`src/hw/rtl/adn_pkg.sv`:
```
// ----------------------------------------------------------------------------
// adn_pkg
// Shared types and constants of the Art-Net ArtDMX receiver core.
// ----------------------------------------------------------------------------
`default_nettype none

package adn_pkg;

  // Operation field codes
  localparam logic OpByte = 1'b0;
  localparam logic OpTick = 1'b1;

  // Art-Net opcodes (little-endian on the wire)
  localparam logic [15:0] OpPoll = 16'h2000;
  localparam logic [15:0] OpDmx  = 16'h5000;

  // Byte position counter
  localparam int unsigned PosW = 10;
  localparam logic [PosW-1:0] PosMax = 10'd1023;

  // Header byte offsets
  localparam logic [PosW-1:0] PosOpLo  = 10'd8;
  localparam logic [PosW-1:0] PosOpHi  = 10'd9;
  localparam logic [PosW-1:0] PosUniLo = 10'd14;
  localparam logic [PosW-1:0] PosUniHi = 10'd15;
  localparam logic [PosW-1:0] PosLenHi = 10'd16;
  localparam logic [PosW-1:0] PosLenLo = 10'd17;
  localparam logic [PosW-1:0] DataStart = 10'd18;

  // Frame counter slots, fixed by the fps outputs
  localparam int unsigned CounterSlots = 4;
  localparam int unsigned UniW = 2;
  localparam int unsigned SlotW = 9;

  typedef logic [CounterSlots-1:0][7:0] fps_arr_t;

  // Input request
  typedef struct packed {
    logic       operation;
    logic [7:0] data_byte;
    logic       last_byte;
  } dmx_in_t;

  // Result
  typedef struct packed {
    logic             write_valid;
    logic [UniW-1:0]  write_universe;
    logic [SlotW-1:0] write_slot;
    logic [7:0]       write_value;
    logic             poll_reply_request;
    logic             frame_received;
    logic [7:0]       fps_u0;
    logic [7:0]       fps_u1;
    logic [7:0]       fps_u2;
    logic [7:0]       fps_u3;
  } dmx_out_t;

  // Per-byte events from the header parser
  typedef struct packed {
    logic             wr_valid;
    logic [UniW-1:0]  wr_universe;
    logic [SlotW-1:0] wr_slot;
    logic [7:0]       wr_value;
    logic             poll;
    logic             frame;
    logic [UniW-1:0]  frame_uni;
  } hdr_evt_t;

endpackage

`default_nettype wire

```
`src/hw/rtl/adn_hdr.sv`:
```
// ----------------------------------------------------------------------------
// adn_hdr
// Packet header parser: tracks the byte position, assembles opcode,
// universe and length, and decides buffer writes, poll and frame events.
// ----------------------------------------------------------------------------
`default_nettype none

module adn_hdr #(
  parameter int unsigned NUM_UNIVERSES      = 4,
  parameter int unsigned SLOTS_PER_UNIVERSE = 512
) (
  input  wire logic             clk_i,
  input  wire logic             rst_ni,
  input  wire logic             byte_acc_i,
  input  wire logic [7:0]       data_byte_i,
  input  wire logic             last_byte_i,
  output adn_pkg::hdr_evt_t     evt_o
);

  localparam int unsigned UniLimit =
      (NUM_UNIVERSES < adn_pkg::CounterSlots) ? NUM_UNIVERSES : adn_pkg::CounterSlots;

  logic [adn_pkg::PosW-1:0] pos_q, pos_d;
  logic [15:0] opcode_q, opcode_d;
  logic [15:0] universe_q, universe_d;
  logic [15:0] length_q, length_d;

  logic                     uni_ok;
  logic                     is_dmx;
  logic [adn_pkg::PosW-1:0] slot;
  logic                     wr;

  // Header field capture, including the byte now arriving
  always_comb begin
    opcode_d   = opcode_q;
    universe_d = universe_q;
    length_d   = length_q;
    case (pos_q)
      adn_pkg::PosOpLo:  opcode_d[7:0]    = data_byte_i;
      adn_pkg::PosOpHi:  opcode_d[15:8]   = data_byte_i;
      adn_pkg::PosUniLo: universe_d[7:0]  = data_byte_i;
      adn_pkg::PosUniHi: universe_d[15:8] = data_byte_i;
      adn_pkg::PosLenHi: length_d[15:8]   = data_byte_i;
      adn_pkg::PosLenLo: length_d[7:0]    = data_byte_i;
      default: ;
    endcase
  end

  // Write and end-of-packet decisions
  always_comb begin
    uni_ok = (universe_d < 16'(UniLimit));
    is_dmx = (opcode_d == adn_pkg::OpDmx) && uni_ok;
    slot   = pos_q - adn_pkg::DataStart;
    wr     = (pos_q >= adn_pkg::DataStart) && is_dmx &&
             ({6'd0, slot} < length_d) &&
             (slot < adn_pkg::PosW'(SLOTS_PER_UNIVERSE));

    evt_o             = '0;
    evt_o.wr_valid    = wr;
    evt_o.wr_universe = wr ? universe_d[adn_pkg::UniW-1:0] : '0;
    evt_o.wr_slot     = wr ? slot[adn_pkg::SlotW-1:0] : '0;
    evt_o.wr_value    = wr ? data_byte_i : '0;
    evt_o.poll        = last_byte_i && (pos_q >= adn_pkg::PosOpHi) &&
                        (opcode_d == adn_pkg::OpPoll);
    evt_o.frame       = last_byte_i && (pos_q >= adn_pkg::PosLenLo) && is_dmx;
    // counter slot of the frame, valid whether or not this byte is written
    evt_o.frame_uni   = universe_d[adn_pkg::UniW-1:0];
  end

  // Next position: restart after the last byte, saturate on long packets
  always_comb begin
    if (last_byte_i) begin
      pos_d = '0;
    end else if (pos_q < adn_pkg::PosMax) begin
      pos_d = pos_q + 1'b1;
    end else begin
      pos_d = pos_q;
    end
  end

  always_ff @(posedge clk_i or negedge rst_ni) begin
    if (!rst_ni) begin
      pos_q      <= '0;
      opcode_q   <= '0;
      universe_q <= '0;
      length_q   <= '0;
    end else if (byte_acc_i) begin
      pos_q <= pos_d;
      if (last_byte_i) begin
        opcode_q   <= '0;
        universe_q <= '0;
        length_q   <= '0;
      end else begin
        opcode_q   <= opcode_d;
        universe_q <= universe_d;
        length_q   <= length_d;
      end
    end
  end

endmodule

`default_nettype wire

```
`src/hw/rtl/adn_fps.sv`:
```
// ----------------------------------------------------------------------------
// adn_fps
// Frame counters per universe; a tick latches them as rates and clears them.
// ----------------------------------------------------------------------------
`default_nettype none

module adn_fps (
  input  wire logic                        clk_i,
  input  wire logic                        rst_ni,
  input  wire logic                        tick_i,
  input  wire logic                        frame_i,
  input  wire logic [adn_pkg::UniW-1:0]    frame_uni_i,
  output adn_pkg::fps_arr_t                rate_o
);

  adn_pkg::fps_arr_t cnt_q, cnt_d;
  adn_pkg::fps_arr_t rate_q, rate_d;

  // Count, or latch and clear on a tick
  always_comb begin
    cnt_d  = cnt_q;
    rate_d = rate_q;
    if (tick_i) begin
      rate_d = cnt_q;
      cnt_d  = '0;
    end else if (frame_i) begin
      cnt_d[frame_uni_i] = cnt_q[frame_uni_i] + 8'd1;
    end
  end

  always_ff @(posedge clk_i or negedge rst_ni) begin
    if (!rst_ni) begin
      cnt_q  <= '0;
      rate_q <= '0;
    end else begin
      cnt_q  <= cnt_d;
      rate_q <= rate_d;
    end
  end

  // Rates as they stand after this request
  assign rate_o = rate_d;

endmodule

`default_nettype wire

```
`src/hw/rtl/adn_outreg.sv`:
```
// ----------------------------------------------------------------------------
// adn_outreg
// Result register with valid/ready; refills in the cycle it is drained.
// ----------------------------------------------------------------------------
`default_nettype none

module adn_outreg (
  input  wire logic          clk_i,
  input  wire logic          rst_ni,
  input  wire logic          in_valid_i,
  output logic               in_ready_o,
  input  adn_pkg::dmx_out_t  in_data_i,
  output logic               out_valid_o,
  input  wire logic          out_ready_i,
  output adn_pkg::dmx_out_t  out_data_o
);

  logic              valid_q;
  adn_pkg::dmx_out_t data_q;

  assign in_ready_o  = !valid_q || out_ready_i;
  assign out_valid_o = valid_q;
  assign out_data_o  = data_q;

  always_ff @(posedge clk_i or negedge rst_ni) begin
    if (!rst_ni) begin
      valid_q <= 1'b0;
    end else if (in_ready_o) begin
      valid_q <= in_valid_i;
    end
  end

  // Payload needs no reset
  always_ff @(posedge clk_i) begin
    if (in_valid_i && in_ready_o) begin
      data_q <= in_data_i;
    end
  end

endmodule

`default_nettype wire

```
`src/hw/rtl/artnet_dmx_receiver_core.sv`:
```
// ----------------------------------------------------------------------------
// artnet_dmx_receiver_core
// Art-Net receiver: parses ArtDMX/ArtPoll from UDP payload bytes, emits DMX
// buffer writes, poll reply requests and per-universe frame rates.
//
//   Channel | Direction | Handshake              | Payload
//   --------+-----------+------------------------+----------------------
//   in      | input     | in_valid_i/in_ready_o  | in_data_i  (dmx_in_t)
//   out     | output    | out_valid_o/out_ready_i| out_data_o (dmx_out_t)
//
// One request per clock while in_ready_o is high; each request yields one result,
// held in the result register and presented in the cycle after it is accepted.
// Header parse, write decision and counters settle in the accept cycle.
// A stalled output blocks input only while the result register is full
// and not being drained.
// Reset clears the header state, counters, rates and the result valid.
// ----------------------------------------------------------------------------
`default_nettype none

module artnet_dmx_receiver_core #(
  parameter int unsigned NUM_UNIVERSES      = 4,
  parameter int unsigned SLOTS_PER_UNIVERSE = 512
) (
  input  wire logic          clk_i,
  input  wire logic          rst_ni,
  input  wire logic          in_valid_i,
  output logic               in_ready_o,
  input  adn_pkg::dmx_in_t   in_data_i,
  output logic               out_valid_o,
  input  wire logic          out_ready_i,
  output adn_pkg::dmx_out_t  out_data_o
);

  logic              accept;
  logic              byte_acc;
  logic              tick_acc;
  adn_pkg::hdr_evt_t evt;
  adn_pkg::fps_arr_t rate;
  adn_pkg::dmx_out_t res;

  assign accept   = in_valid_i && in_ready_o;
  assign byte_acc = accept && (in_data_i.operation == adn_pkg::OpByte);
  assign tick_acc = accept && (in_data_i.operation == adn_pkg::OpTick);

  adn_hdr #(
    .NUM_UNIVERSES      (NUM_UNIVERSES),
    .SLOTS_PER_UNIVERSE (SLOTS_PER_UNIVERSE)
  ) u_hdr (
    .clk_i       (clk_i),
    .rst_ni      (rst_ni),
    .byte_acc_i  (byte_acc),
    .data_byte_i (in_data_i.data_byte),
    .last_byte_i (in_data_i.last_byte),
    .evt_o       (evt)
  );

  adn_fps u_fps (
    .clk_i       (clk_i),
    .rst_ni      (rst_ni),
    .tick_i      (tick_acc),
    .frame_i     (byte_acc && evt.frame),
    .frame_uni_i (evt.frame_uni),
    .rate_o      (rate)
  );

  // Result assembly; byte events are dropped on a tick
  always_comb begin
    res = '0;
    if (in_data_i.operation == adn_pkg::OpByte) begin
      res.write_valid        = evt.wr_valid;
      res.write_universe     = evt.wr_universe;
      res.write_slot         = evt.wr_slot;
      res.write_value        = evt.wr_value;
      res.poll_reply_request = evt.poll;
      res.frame_received     = evt.frame;
    end
    res.fps_u0 = rate[0];
    res.fps_u1 = rate[1];
    res.fps_u2 = rate[2];
    res.fps_u3 = rate[3];
  end

  adn_outreg u_outreg (
    .clk_i       (clk_i),
    .rst_ni      (rst_ni),
    .in_valid_i  (in_valid_i),
    .in_ready_o  (in_ready_o),
    .in_data_i   (res),
    .out_valid_o (out_valid_o),
    .out_ready_i (out_ready_i),
    .out_data_o  (out_data_o)
  );

endmodule

`default_nettype wire
```
`config.mk`:
```
export PLATFORM = sky130hd
export DESIGN_NAME = artnet_dmx_receiver_core
export DESIGN_NICKNAME = d
export VERILOG_FILES = /design/src/hw/rtl/adn_pkg.sv /design/src/hw/rtl/adn_hdr.sv /design/src/hw/rtl/adn_fps.sv /design/src/hw/rtl/adn_outreg.sv /design/src/hw/rtl/artnet_dmx_receiver_core.sv
export SDC_FILE = /design/constraint.sdc
export NUM_CORES = 1
export LEC_CHECK = 0
export BUFFER_PORTS_ARGS = -buffer_cell sky130_fd_sc_hd__buf_4
export CORE_MARGIN = 2
export CORE_UTILIZATION = 51
export DETAILED_ROUTE_END_ITERATION = 7
export MAX_ROUTING_LAYER = met4
export PLACE_DENSITY = 0.7
export SYNTH_ARGS = -nofsm -noshare
export SYNTH_HDL_FRONTEND = slang
export SYNTH_SLANG_ARGS = --single-unit
```
`constraint.sdc`:
```
create_clock -name clk_i -period 4.6 [get_ports clk_i]
set_clock_uncertainty 0.05 [all_clocks]
set_input_delay 0.92 -clock clk_i [delete_from_list [all_inputs] [get_ports clk_i]]
set_output_delay 0.92 -clock clk_i [all_outputs]
set_load 0.02 [all_outputs]
```
==> impl_metrics.tcl, run 1 <==
set metrics [dict create \
    status "finished clean" \
    p_sw_share_pct 26.0 \
    rows 46 \
    n_fill_cell 1326 \
    rr_startpoint "u_hdr.pos_q[1]" \
    slew_headroom_pct 23.9 \
    power.leakage_nw 4.30 \
    p_int_w 0.00267 \
    io_buffers 69 \
    post_cts_buffers 0 \
    setup_viol 0 \
    setup_ws_ps 557 \
    die_h_um 131 \
    hold_viol 0 \
    required_ps 4740 \
    dr.pass1.iters 6 \
    vias 6280 \
    ant_nets 0 \
    sequentialPowerShare_pct 48.6 \
    nNetsFinal 856 \
    grt_overflow 0 \
    routabilityCongestion 0.908 \
    cts.repair.resized 0 \
    tightestPinTransition_ps 1130 \
    cellPowerDensity_nw_per_um2 379 \
    ys_ff_latch 177 \
    track_usage_pct 25.4 \
    worstSetupPathType "reg2reg" \
    num_io_pins 70 \
    min_from "u_fps.rate_q[28]" \
    area_delta_synth_final_pct 15.3 \
    dpl.hpwl_um 13700 \
    syn-num-nets 810 \
    mostFrequentLayoutCell "nand2_1" \
    syn_area_sq_um 8270 \
    vias_per_cell 5.96 \
    drive_gt1_share_pct 16.5 \
    synth_top_area_share_pct 37.2 \
    layout_common_cells "nand2_1 (170), dfrtp_1 (123), buf_4 (77)" \
    crit_arrival_ps 4180 \
    die_w_um 131 \
    drt_wl_total_um 20400 \
    r2r_setup_slack_ps 560 \
    yosysTopAreaCell "dfrtp_1" \
    r2r_cells 14 \
    insertion_delay_ps 430 \
    cts_max_path_buffers 2 \
    numCtsBuffers 17 \
    cp_max_fo 14 \
    finalSetupTns_ps 0 \
    synth_cell_types 61 \
    route.detailed.drc 0 \
    n_antenna_cell 0 \
    clkSlewWorstSetupHoldPaths_ps 70 \
    min_path_cells 2 \
    clock.fmax_mhz 247 \
    clkPwrFrac_pct 41.5 \
    grt_pass1_wl_um 33800 \
    ctsHoldBuffers 0 \
    max_cap_viol_count 0 \
    synth_edf_count 54 \
    async_flop_share_pct 69.5 \
    hold_path.class "reg2reg" \
    fin_cells 1053 \
    placed_cells 1021 \
    rr_endpoint "u_outreg.out_data_o[51]" \
    min_period_ps 4040 \
    netlist_top_cells_area "dfrtp_1 (37%), edfxtp_1 (20%), nand2_1 (7.7%)" \
    routedWlPerCell_um 19.3 \
    slew_viol_final 0 \
    antenna_found_initial 0 \
    initial_core_util_pct 52.1 \
    htreeDepth 4 \
    synth-main-ff-cell "dfrtp_1" \
    initialDrtViolationCount 619 \
    critPathLaunchType "flop" \
    preCtsSetupSlack_ps 628 \
    rsz0062_at_grt "false" \
    grt_max_degree 71 \
    ys_seq_area_share_pct 56.8 \
    holdPathEnd "u_fps.rate_q[28]" \
    cts_root_buffer "clkbuf_16" \
    yosysWarnings 0 \
    end_kind "flop" \
    min_period_over_period_pct 87.9 \
    core_area_sq_um 15900 \
    dieArea_sq_um 17300 \
    pwr-share-comb_pct 9.8 \
    grt_pass1_vias 6255 \
    switching_power_w 0.000939 \
    avgSynthCellArea_sq_um 10.6 \
    cts_tree "done" \
    synthCells 778 \
    cts.sinks 177 \
    irDropWorstVdd_mv 0.266 \
]
[cells in the mapped netlist (4+ instances only)]
| cell type | instances |
|---|---|
| nand4_1 | 4 |
| a22oi_1 | 36 |
| dfrtp_1 | 123 |
| nand2b_1 | 7 |
| a22o_1 | 33 |
| and3_1 | 9 |
| mux2_2 | 7 |
| xnor2_1 | 8 |
| inv_1 | 13 |
| buf_2 | 7 |
| nor2_1 | 33 |
| xor2_1 | 7 |
| a21oi_1 | 12 |
| nor2b_1 | 5 |
| nor3_1 | 9 |
| nand2_1 | 170 |
| nand3_1 | 9 |
| a211oi_1 | 4 |
| and2_1 | 16 |
| clkbuf_1 | 40 |
| o21ai_0 | 65 |
| o31ai_1 | 6 |
| o22ai_1 | 4 |
| edfxtp_1 | 54 |
| a31oi_1 | 5 |
| mux2i_1 | 13 |
| ha_1 | 18 |
| nor4_1 | 9 |
[how the worst max path moves through the flow]
| stage | to | slack (ps) | start |
|---|---|---|---|
| final | u_outreg.out_data_o[51] | 560 | u_hdr.pos_q[1] |
| after global routing | u_outreg.out_data_o[40] | 200 | u_hdr.pos_q[5] |
| after CTS | u_outreg.out_data_o[51] | 620 | u_hdr.pos_q[5] |
| after detailed placement | u_outreg.out_data_o[51] | 630 | u_hdr.pos_q[5] |
| after global placement | u_outreg.out_data_o[39] | 680 | u_hdr.pos_q[1] |
| after floorplan | u_outreg.out_data_o[0] | 1100 | out_ready_i |
[critical path, cell delays in order (launching register included)]
cell,delay (ps)
dfrtp_1,490
inv_1,230
ha_1,220
inv_1,40
o21ai_0,420
nand2_1,110
nor2_1,140
xor2_1,410
ha_1,240
a2111oi_0,90
nand2_1,100
nor2_1,70
o41ai_4,610
clkinv_2,330
and2_1,250
[per-layer routing]
metal / track usage (%) / routed length (um) / vias up / part of all wire, %
met5: - / 0 / - / 0
met1: 35.6 / 9240 / 3125 / 45
met2: 37.3 / 9320 / 253 / 46
met3: 5.83 / 1590 / 20 / 7.8
li1: - / - / 2882 / -
met4: 7.43 / 205 / 0 / 1.0
[state kept, by name, indices dropped and copies added (netlist names)]
name / count
u_outreg.out_valid_o: 1
u_fps.cnt_q: 32
u_hdr.opcode_q: 16
u_hdr.pos_q: 10
u_outreg.out_data_o: 54
u_hdr.length_q: 16
u_hdr.universe_q: 16
u_fps.rate_q: 32
[cell families after synthesis]
logic type / share of synthesized area, %
AOI/OAI and AO/OA: 16.0
adders and majority gates: 2.72
DFF: 56.8
buffers and inverters: 3.30
and+or+nand+nor: 16.4
muxes: 3.24
xor gates and xnor gates: 1.59
[layout make-up]
type	count	area [sq um]	area share, %
clock buffer	19	453	4.75
clock inverter	13	161	1.69
inverter	14	53.8	0.564
multi-input combinational	536	3300	34.6
sequential	177	4700	49.3
tap	216	270	2.83
timing repair buffer	78	598	6.27
[power groups by stage]
stage	Clock (W)	Combinational [W]	Sequential (W)
6_report	0.00150	0.000356	0.00176
5_1_grt	0.00159	0.000403	0.00177
4_1_cts	0.00152	0.000357	0.00176
3_5_place_dp	0	0.000354	0.00179
3_3_place_gp	0	0.000344	0.00178
2_1_floorplan	0	0.000208	0.00179
[metrics by stage]
step	util [%]	hold slack, ps	power (W)	area, sq um
finish	60.0	421	0.00361	9540
global route	60.0	451	0.00376	9540
CTS	60.0	427	0.00363	9540
detailed placement	56.2	409	0.00214	8920
global placement	56.2	404	0.00213	8920
floorplan	-	387	0.00200	8270
Power figures use the tool's default switching activity.
==> run 2, diff against run 1 <==
- CORE_MARGIN: 2 -> default
==> run 2 against run 1 <==
  * Critical path depth increased by 1
  * Utilization decreased by 0.17 points
  * Global-route usage grew 1.1 points
  * Worst hold slack gained 2.5 ps
  * Combinational power is 2% higher
  * Maximum frequency grew 3.6%
  * Die area fell by 3.0%
  * Cell count grew 0.19%
  * Largest power group unchanged
  * Highest routed layer unchanged
==> impl_metrics.tcl, run 2 (synthesized netlist as in run 1, its figures left out) <==
set metrics [dict create \
    dpl.hpwl_um 13500 \
    vias 6235 \
    path_cells "inv_1 > ha_1 > nor3b_1 > nand3_1 > buf_4 > mux2i_1 > ha_1 > a21o_1 > a21oi_1 > nand2_1 > a21o_1 > a21oi_1 > o41ai_4 > clkinv_2 > and2_1" \
    vias_per_cell 5.91 \
    fin_cells 1055 \
    crit_arrival_ps 4040 \
    layout_common_cells "nand2_1 (170), dfrtp_1 (123), buf_4 (80)" \
    tightestPinTransition_ps 1060 \
    rows 46 \
    worstSetupPathType "reg2reg" \
    routedWlPerCell_um 19.0 \
    hold_viol 0 \
    grt_pass1_vias 6066 \
    cts.repair.resized 0 \
    n_antenna_cell 0 \
    num_io_pins 70 \
    critPathLaunchType "flop" \
    grt_overflow 0 \
    max_stage_delay_ps 510 \
    min_period_over_period_pct 84.8 \
    ctsHoldBuffers 0 \
    cts_tree "done" \
    finalSetupTns_ps 0 \
    setup_viol 0 \
    die_h_um 129 \
    area_delta_synth_final_pct 15.0 \
    insertion_delay_ps 430 \
    cts_root_buffer "clkbuf_16" \
    antenna_found_initial 0 \
    largest_register_ffs 54 \
    die_w_um 129 \
    slew_viol_final 0 \
    mostFrequentLayoutCell "nand2_1" \
    dieArea_sq_um 16700 \
    io_buffers 69 \
    max_cap_viol_count 0 \
    cts_max_path_buffers 2 \
    hold_path.class "reg2reg" \
    track_usage_pct 26.4 \
    initialDrtViolationCount 525 \
    worst-path-buf-inv 3 \
    crit_slowest_cell "o41ai_4" \
    initial_core_util_pct 52.1 \
    cp_max_fo 14 \
    routabilityCongestion 0.878 \
    grt_max_degree 83 \
    nNetsFinal 858 \
    post_cts_buffers 0 \
    dr.pass1.iters 6 \
    grt_pass1_wl_um 32500 \
    core_area_sq_um 15900 \
    cts.sinks 177 \
    placed_cells 1023 \
    drive_gt1_share_pct 16.3 \
    numCtsBuffers 17 \
    multi_input_area_sq_um 3300 \
    rsz0062_at_grt "false" \
    n_fill_cell 1352 \
    cp_top_family "compound AO/OA/AOI/OAI gates" \
    clock.fmax_mhz 256 \
    status "finished clean" \
    clkSlewWorstSetupHoldPaths_ps 60 \
    slew_headroom_pct 29.1 \
    power.leakage_nw 4.28 \
    cellPowerDensity_nw_per_um2 374 \
    route.detailed.drc 0 \
    required_ps 4740 \
    irDropWorstVdd_mv 0.289 \
    htreeDepth 4 \
    drt_wl_total_um 20000 \
    min_period_ps 3900 \
    end_kind "flop" \
    ant_nets 0 \
    regArea_sq_um 4700 \
]
==> run 2: cell count changes in the layout (fill, tap and decap cells not counted), sizes merged <==
cell    change
clkbuf      +4
inv         -4
buf         +2
bufinv      -1
clkinv      +1
==> run 2: per-layer routing <==
metal / GRT usage (%) / wire length (um)
met1: 36.7 / 9100
met2: 38.4 / 9200
met3: 4.95 / 1270
met4: 10.7 / 427
met5: - / 0
==> run 2: cell type report <==
class                           instances  share of cell area [%]
Clock buffer                           23                    5.14
Tap cell                              216                    2.84
Sequential cell                       177                    49.4
Clock inverter                          9                    1.01
Multi-Input combinational cell        536                    34.7
Inverter                               14                   0.566
Timing Repair Buffer                   80                    6.32
==> run 2: final timing paths <==
kind / startpoint / to / cells after the start / slack (ps)
max reg2reg: u_hdr.pos_q[1] / u_outreg.out_data_o[47] / 15 / 700
min: u_fps.rate_q[30] / u_fps.rate_q[30] / 2 / 420
max in group asynchronous: rst_ni / u_fps.cnt_q[2] / 2 / 2950
min reg2reg: u_fps.rate_q[30] / u_fps.rate_q[30] / 2 / 420
min in group asynchronous: rst_ni / u_hdr.opcode_q[2] / 1 / 610
max: u_hdr.pos_q[1] / u_outreg.out_data_o[47] / 15 / 700
==> run 2: through the flow <==
step	power, W	hold slack (ps)	area (sq um)	util (%)	setup slack [ps]
after global placement	0.00213	403	8920	56.2	848
after floorplan	0.00200	387	8270	-	1100
final	0.00356	423	9510	59.9	698
after CTS	0.00357	425	9510	59.9	725
after detailed placement	0.00214	407	8920	56.2	763
after global routing	0.00369	444	9510	59.9	389
==> run 2: power breakdown <==
part           total [W]  leakage (nW)  switching [W]  internal, W
Combinational   0.000364          1.90       0.000231     0.000132
Clock            0.00143         0.282       0.000619     0.000816
Sequential       0.00176          2.10      0.0000628      0.00169
Total            0.00356          4.28       0.000913      0.00264
==> run 2: tightest hold or removal path, delay by kind of cell (launching register included) <==
kind          cells  cell delay [ps]
flops             1              320
simple gates      2              110
==> run 3, diff against run 2 <==
- PLACE_DENSITY: 0.7 -> 0.72
- clock period: 4.6 -> 3.4 ns (I/O delays scaled with it)
==> run 3 against run 2 <==
  * Global-route usage decreased by 0.081 points
  * Die area stayed put
  * Cell count grew 4.5%
  * Setup slack worse by 560 ps
  * Routed wire length is 1.3% higher
  * Cell area grew 4.2%
  * Maximum frequency up 20%
  * Clock power rose by 40%
  * Non-clock buffer count is 47 higher
  * Critical path depth unchanged
  * Worst hold slack worse by 150 ps
  * Largest cell class unchanged
  * Highest routed layer unchanged
==> impl_metrics.tcl, run 3 (synthesized netlist as in run 1, its figures left out) <==
set metrics [dict create \
    dr.pass1.iters 6 \
    cts_max_path_buffers 2 \
    cts_root_buffer "clkbuf_16" \
    numCtsBuffers 17 \
    grt_max_degree 62 \
    insertion_delay_ps 430 \
    n_fill_cell 1320 \
    clkSlewWorstSetupHoldPaths_ps 70 \
    placed_cell_area_sq_um 9280 \
    num_io_pins 70 \
    cts.sinks 177 \
    routedWlPerCell_um 18.4 \
    rsz0062_at_grt "true" \
    rows 46 \
    route.detailed.drc 0 \
    grt_overflow 0 \
    grt_pass1_vias 6247 \
    drt_wl_total_um 20300 \
    end_kind "flop" \
    vias 6445 \
    multi_input_area_sq_um 3310 \
    worstSetupPathType "reg2reg" \
    required_ps 3530 \
    critPathLaunchType "flop" \
    min_period_over_period_pct 95.8 \
    dpl.hpwl_um 14400 \
    max_stage_delay_ps 380 \
    clock.fmax_mhz 307 \
    slew_headroom_pct 25.8 \
    die_w_um 129 \
    area_delta_synth_final_pct 19.8 \
    dieArea_sq_um 16700 \
    cellPowerDensity_nw_per_um2 496 \
    tightestPinTransition_ps 1100 \
    htreeDepth 4 \
    status "finished clean" \
    power.leakage_nw 4.54 \
    routabilityCongestion 0.906 \
    cp_max_fo 14 \
    antenna_found_initial 0 \
    layout_common_cells "nand2_1 (170), buf_4 (126), dfrtp_1 (123)" \
    ctsHoldBuffers 0 \
    mostFrequentLayoutCell "nand2_1" \
    fin_util_pct 62.4 \
    drive_gt1_share_pct 21.2 \
    crit_arrival_ps 3390 \
    io_buffers 69 \
    fin_cells 1102 \
    vias_per_cell 5.85 \
    largest_register_ffs 54 \
    regArea_sq_um 4700 \
    preCtsSetupSlack_ps 68.1 \
    grt_pass1_wl_um 32200 \
    nNetsFinal 905 \
    initialDrtViolationCount 536 \
    ant_nets 0 \
    core_area_sq_um 15900 \
    min_period_ps 3260 \
    cts_tree "done" \
    max_cap_viol_count 0 \
    placed_cells 1069 \
    die_h_um 129 \
    setup_viol 0 \
    stdcell_area_sq_um 9910 \
    n_antenna_cell 0 \
    track_usage_pct 26.4 \
    initial_core_util_pct 52.1 \
    path_cells "inv_1 > ha_1 > nor3b_1 > nand3_1 > buf_4 > mux2i_1 > ha_1 > a21o_1 > a21oi_1 > nand2_1 > a21o_1 > a21oi_1 > o41ai_4 > clkinv_2 > and2_1" \
    crit_slowest_cell "dfrtp_1" \
    hold_path.class "in2async" \
    irDropWorstVdd_mv 0.363 \
    setup_ws_ps 142 \
    slew_viol_final 0 \
    hold_viol 0 \
]
run 3: cell count changes in the layout (fill, tap and decap cells not counted), sizes merged:
| cell | change |
|---|---|
| clkbuf | -3 |
| bufinv | +1 |
| clkinv | +2 |
| buf | +47 |
run 3: area by class of cell:
cell class,instances,share of cell area (%)
clock buffers,20,4.72
well taps,216,2.73
inverters,14,0.543
repair buffers,127,9.75
multi-input cells,536,33.4
flip-flops and latches,177,47.4
clock inverters,12,1.45
run 3: repair_timing:
item                       CTS  global route
buffers inserted             0             1
gates resized for setup      0             3
setup endpoints to repair    0            20
run 3: metal layers:
layer	part of all wire, %	track usage [%]	vias up
li1	-	-	2977
met1	45	34.8	3166
met2	46	39.0	263
met3	7.0	6.15	39
met4	2.1	11.4	0
met5	0	-	-
run 3: critical path, delay by kind of cell, from the launching register on:
| family | cells | cell delay [ps] |
|---|---|---|
| compound gates | 5 | 770 |
| simple gates | 4 | 650 |
| buf+inv | 3 | 550 |
| fa+ha+maj | 2 | 480 |
| flops | 1 | 380 |
| mux | 1 | 150 |
run 3: power by group:
group	switching, W	internal [W]
sequential	0.0000665	0.00229
combinational	0.000341	0.000211
clock	0.000844	0.00116
run 3: metrics by stage:
| step | TNS, ps | total power [W] | hold WS [ps] |
|---|---|---|---|
| after floorplan | 0 | 0.00271 | 334 |
| after global placement | 0 | 0.00292 | 403 |
| after detailed placement | 0 | 0.00294 | 409 |
| after CTS | 0 | 0.00493 | 291 |
| after global routing | -393 | 0.00509 | 326 |
| final | 0 | 0.00492 | 270 |
run 3: path summary, 6_finish.rpt:
kind,from,to,slack [ps],cells past startpoint
setup / recovery,u_hdr.pos_q[1],u_outreg.out_data_o[36],140,15
hold / removal,rst_ni,u_hdr.pos_q[7],270,1
setup reg to reg,u_hdr.pos_q[1],u_outreg.out_data_o[36],140,15
hold reg to reg,u_fps.rate_q[23],u_fps.rate_q[23],430,2
max in group asynchronous,rst_ni,u_fps.rate_q[26],2230,2
min in group clk_i,in_valid_i,u_outreg.out_valid_o,400,2
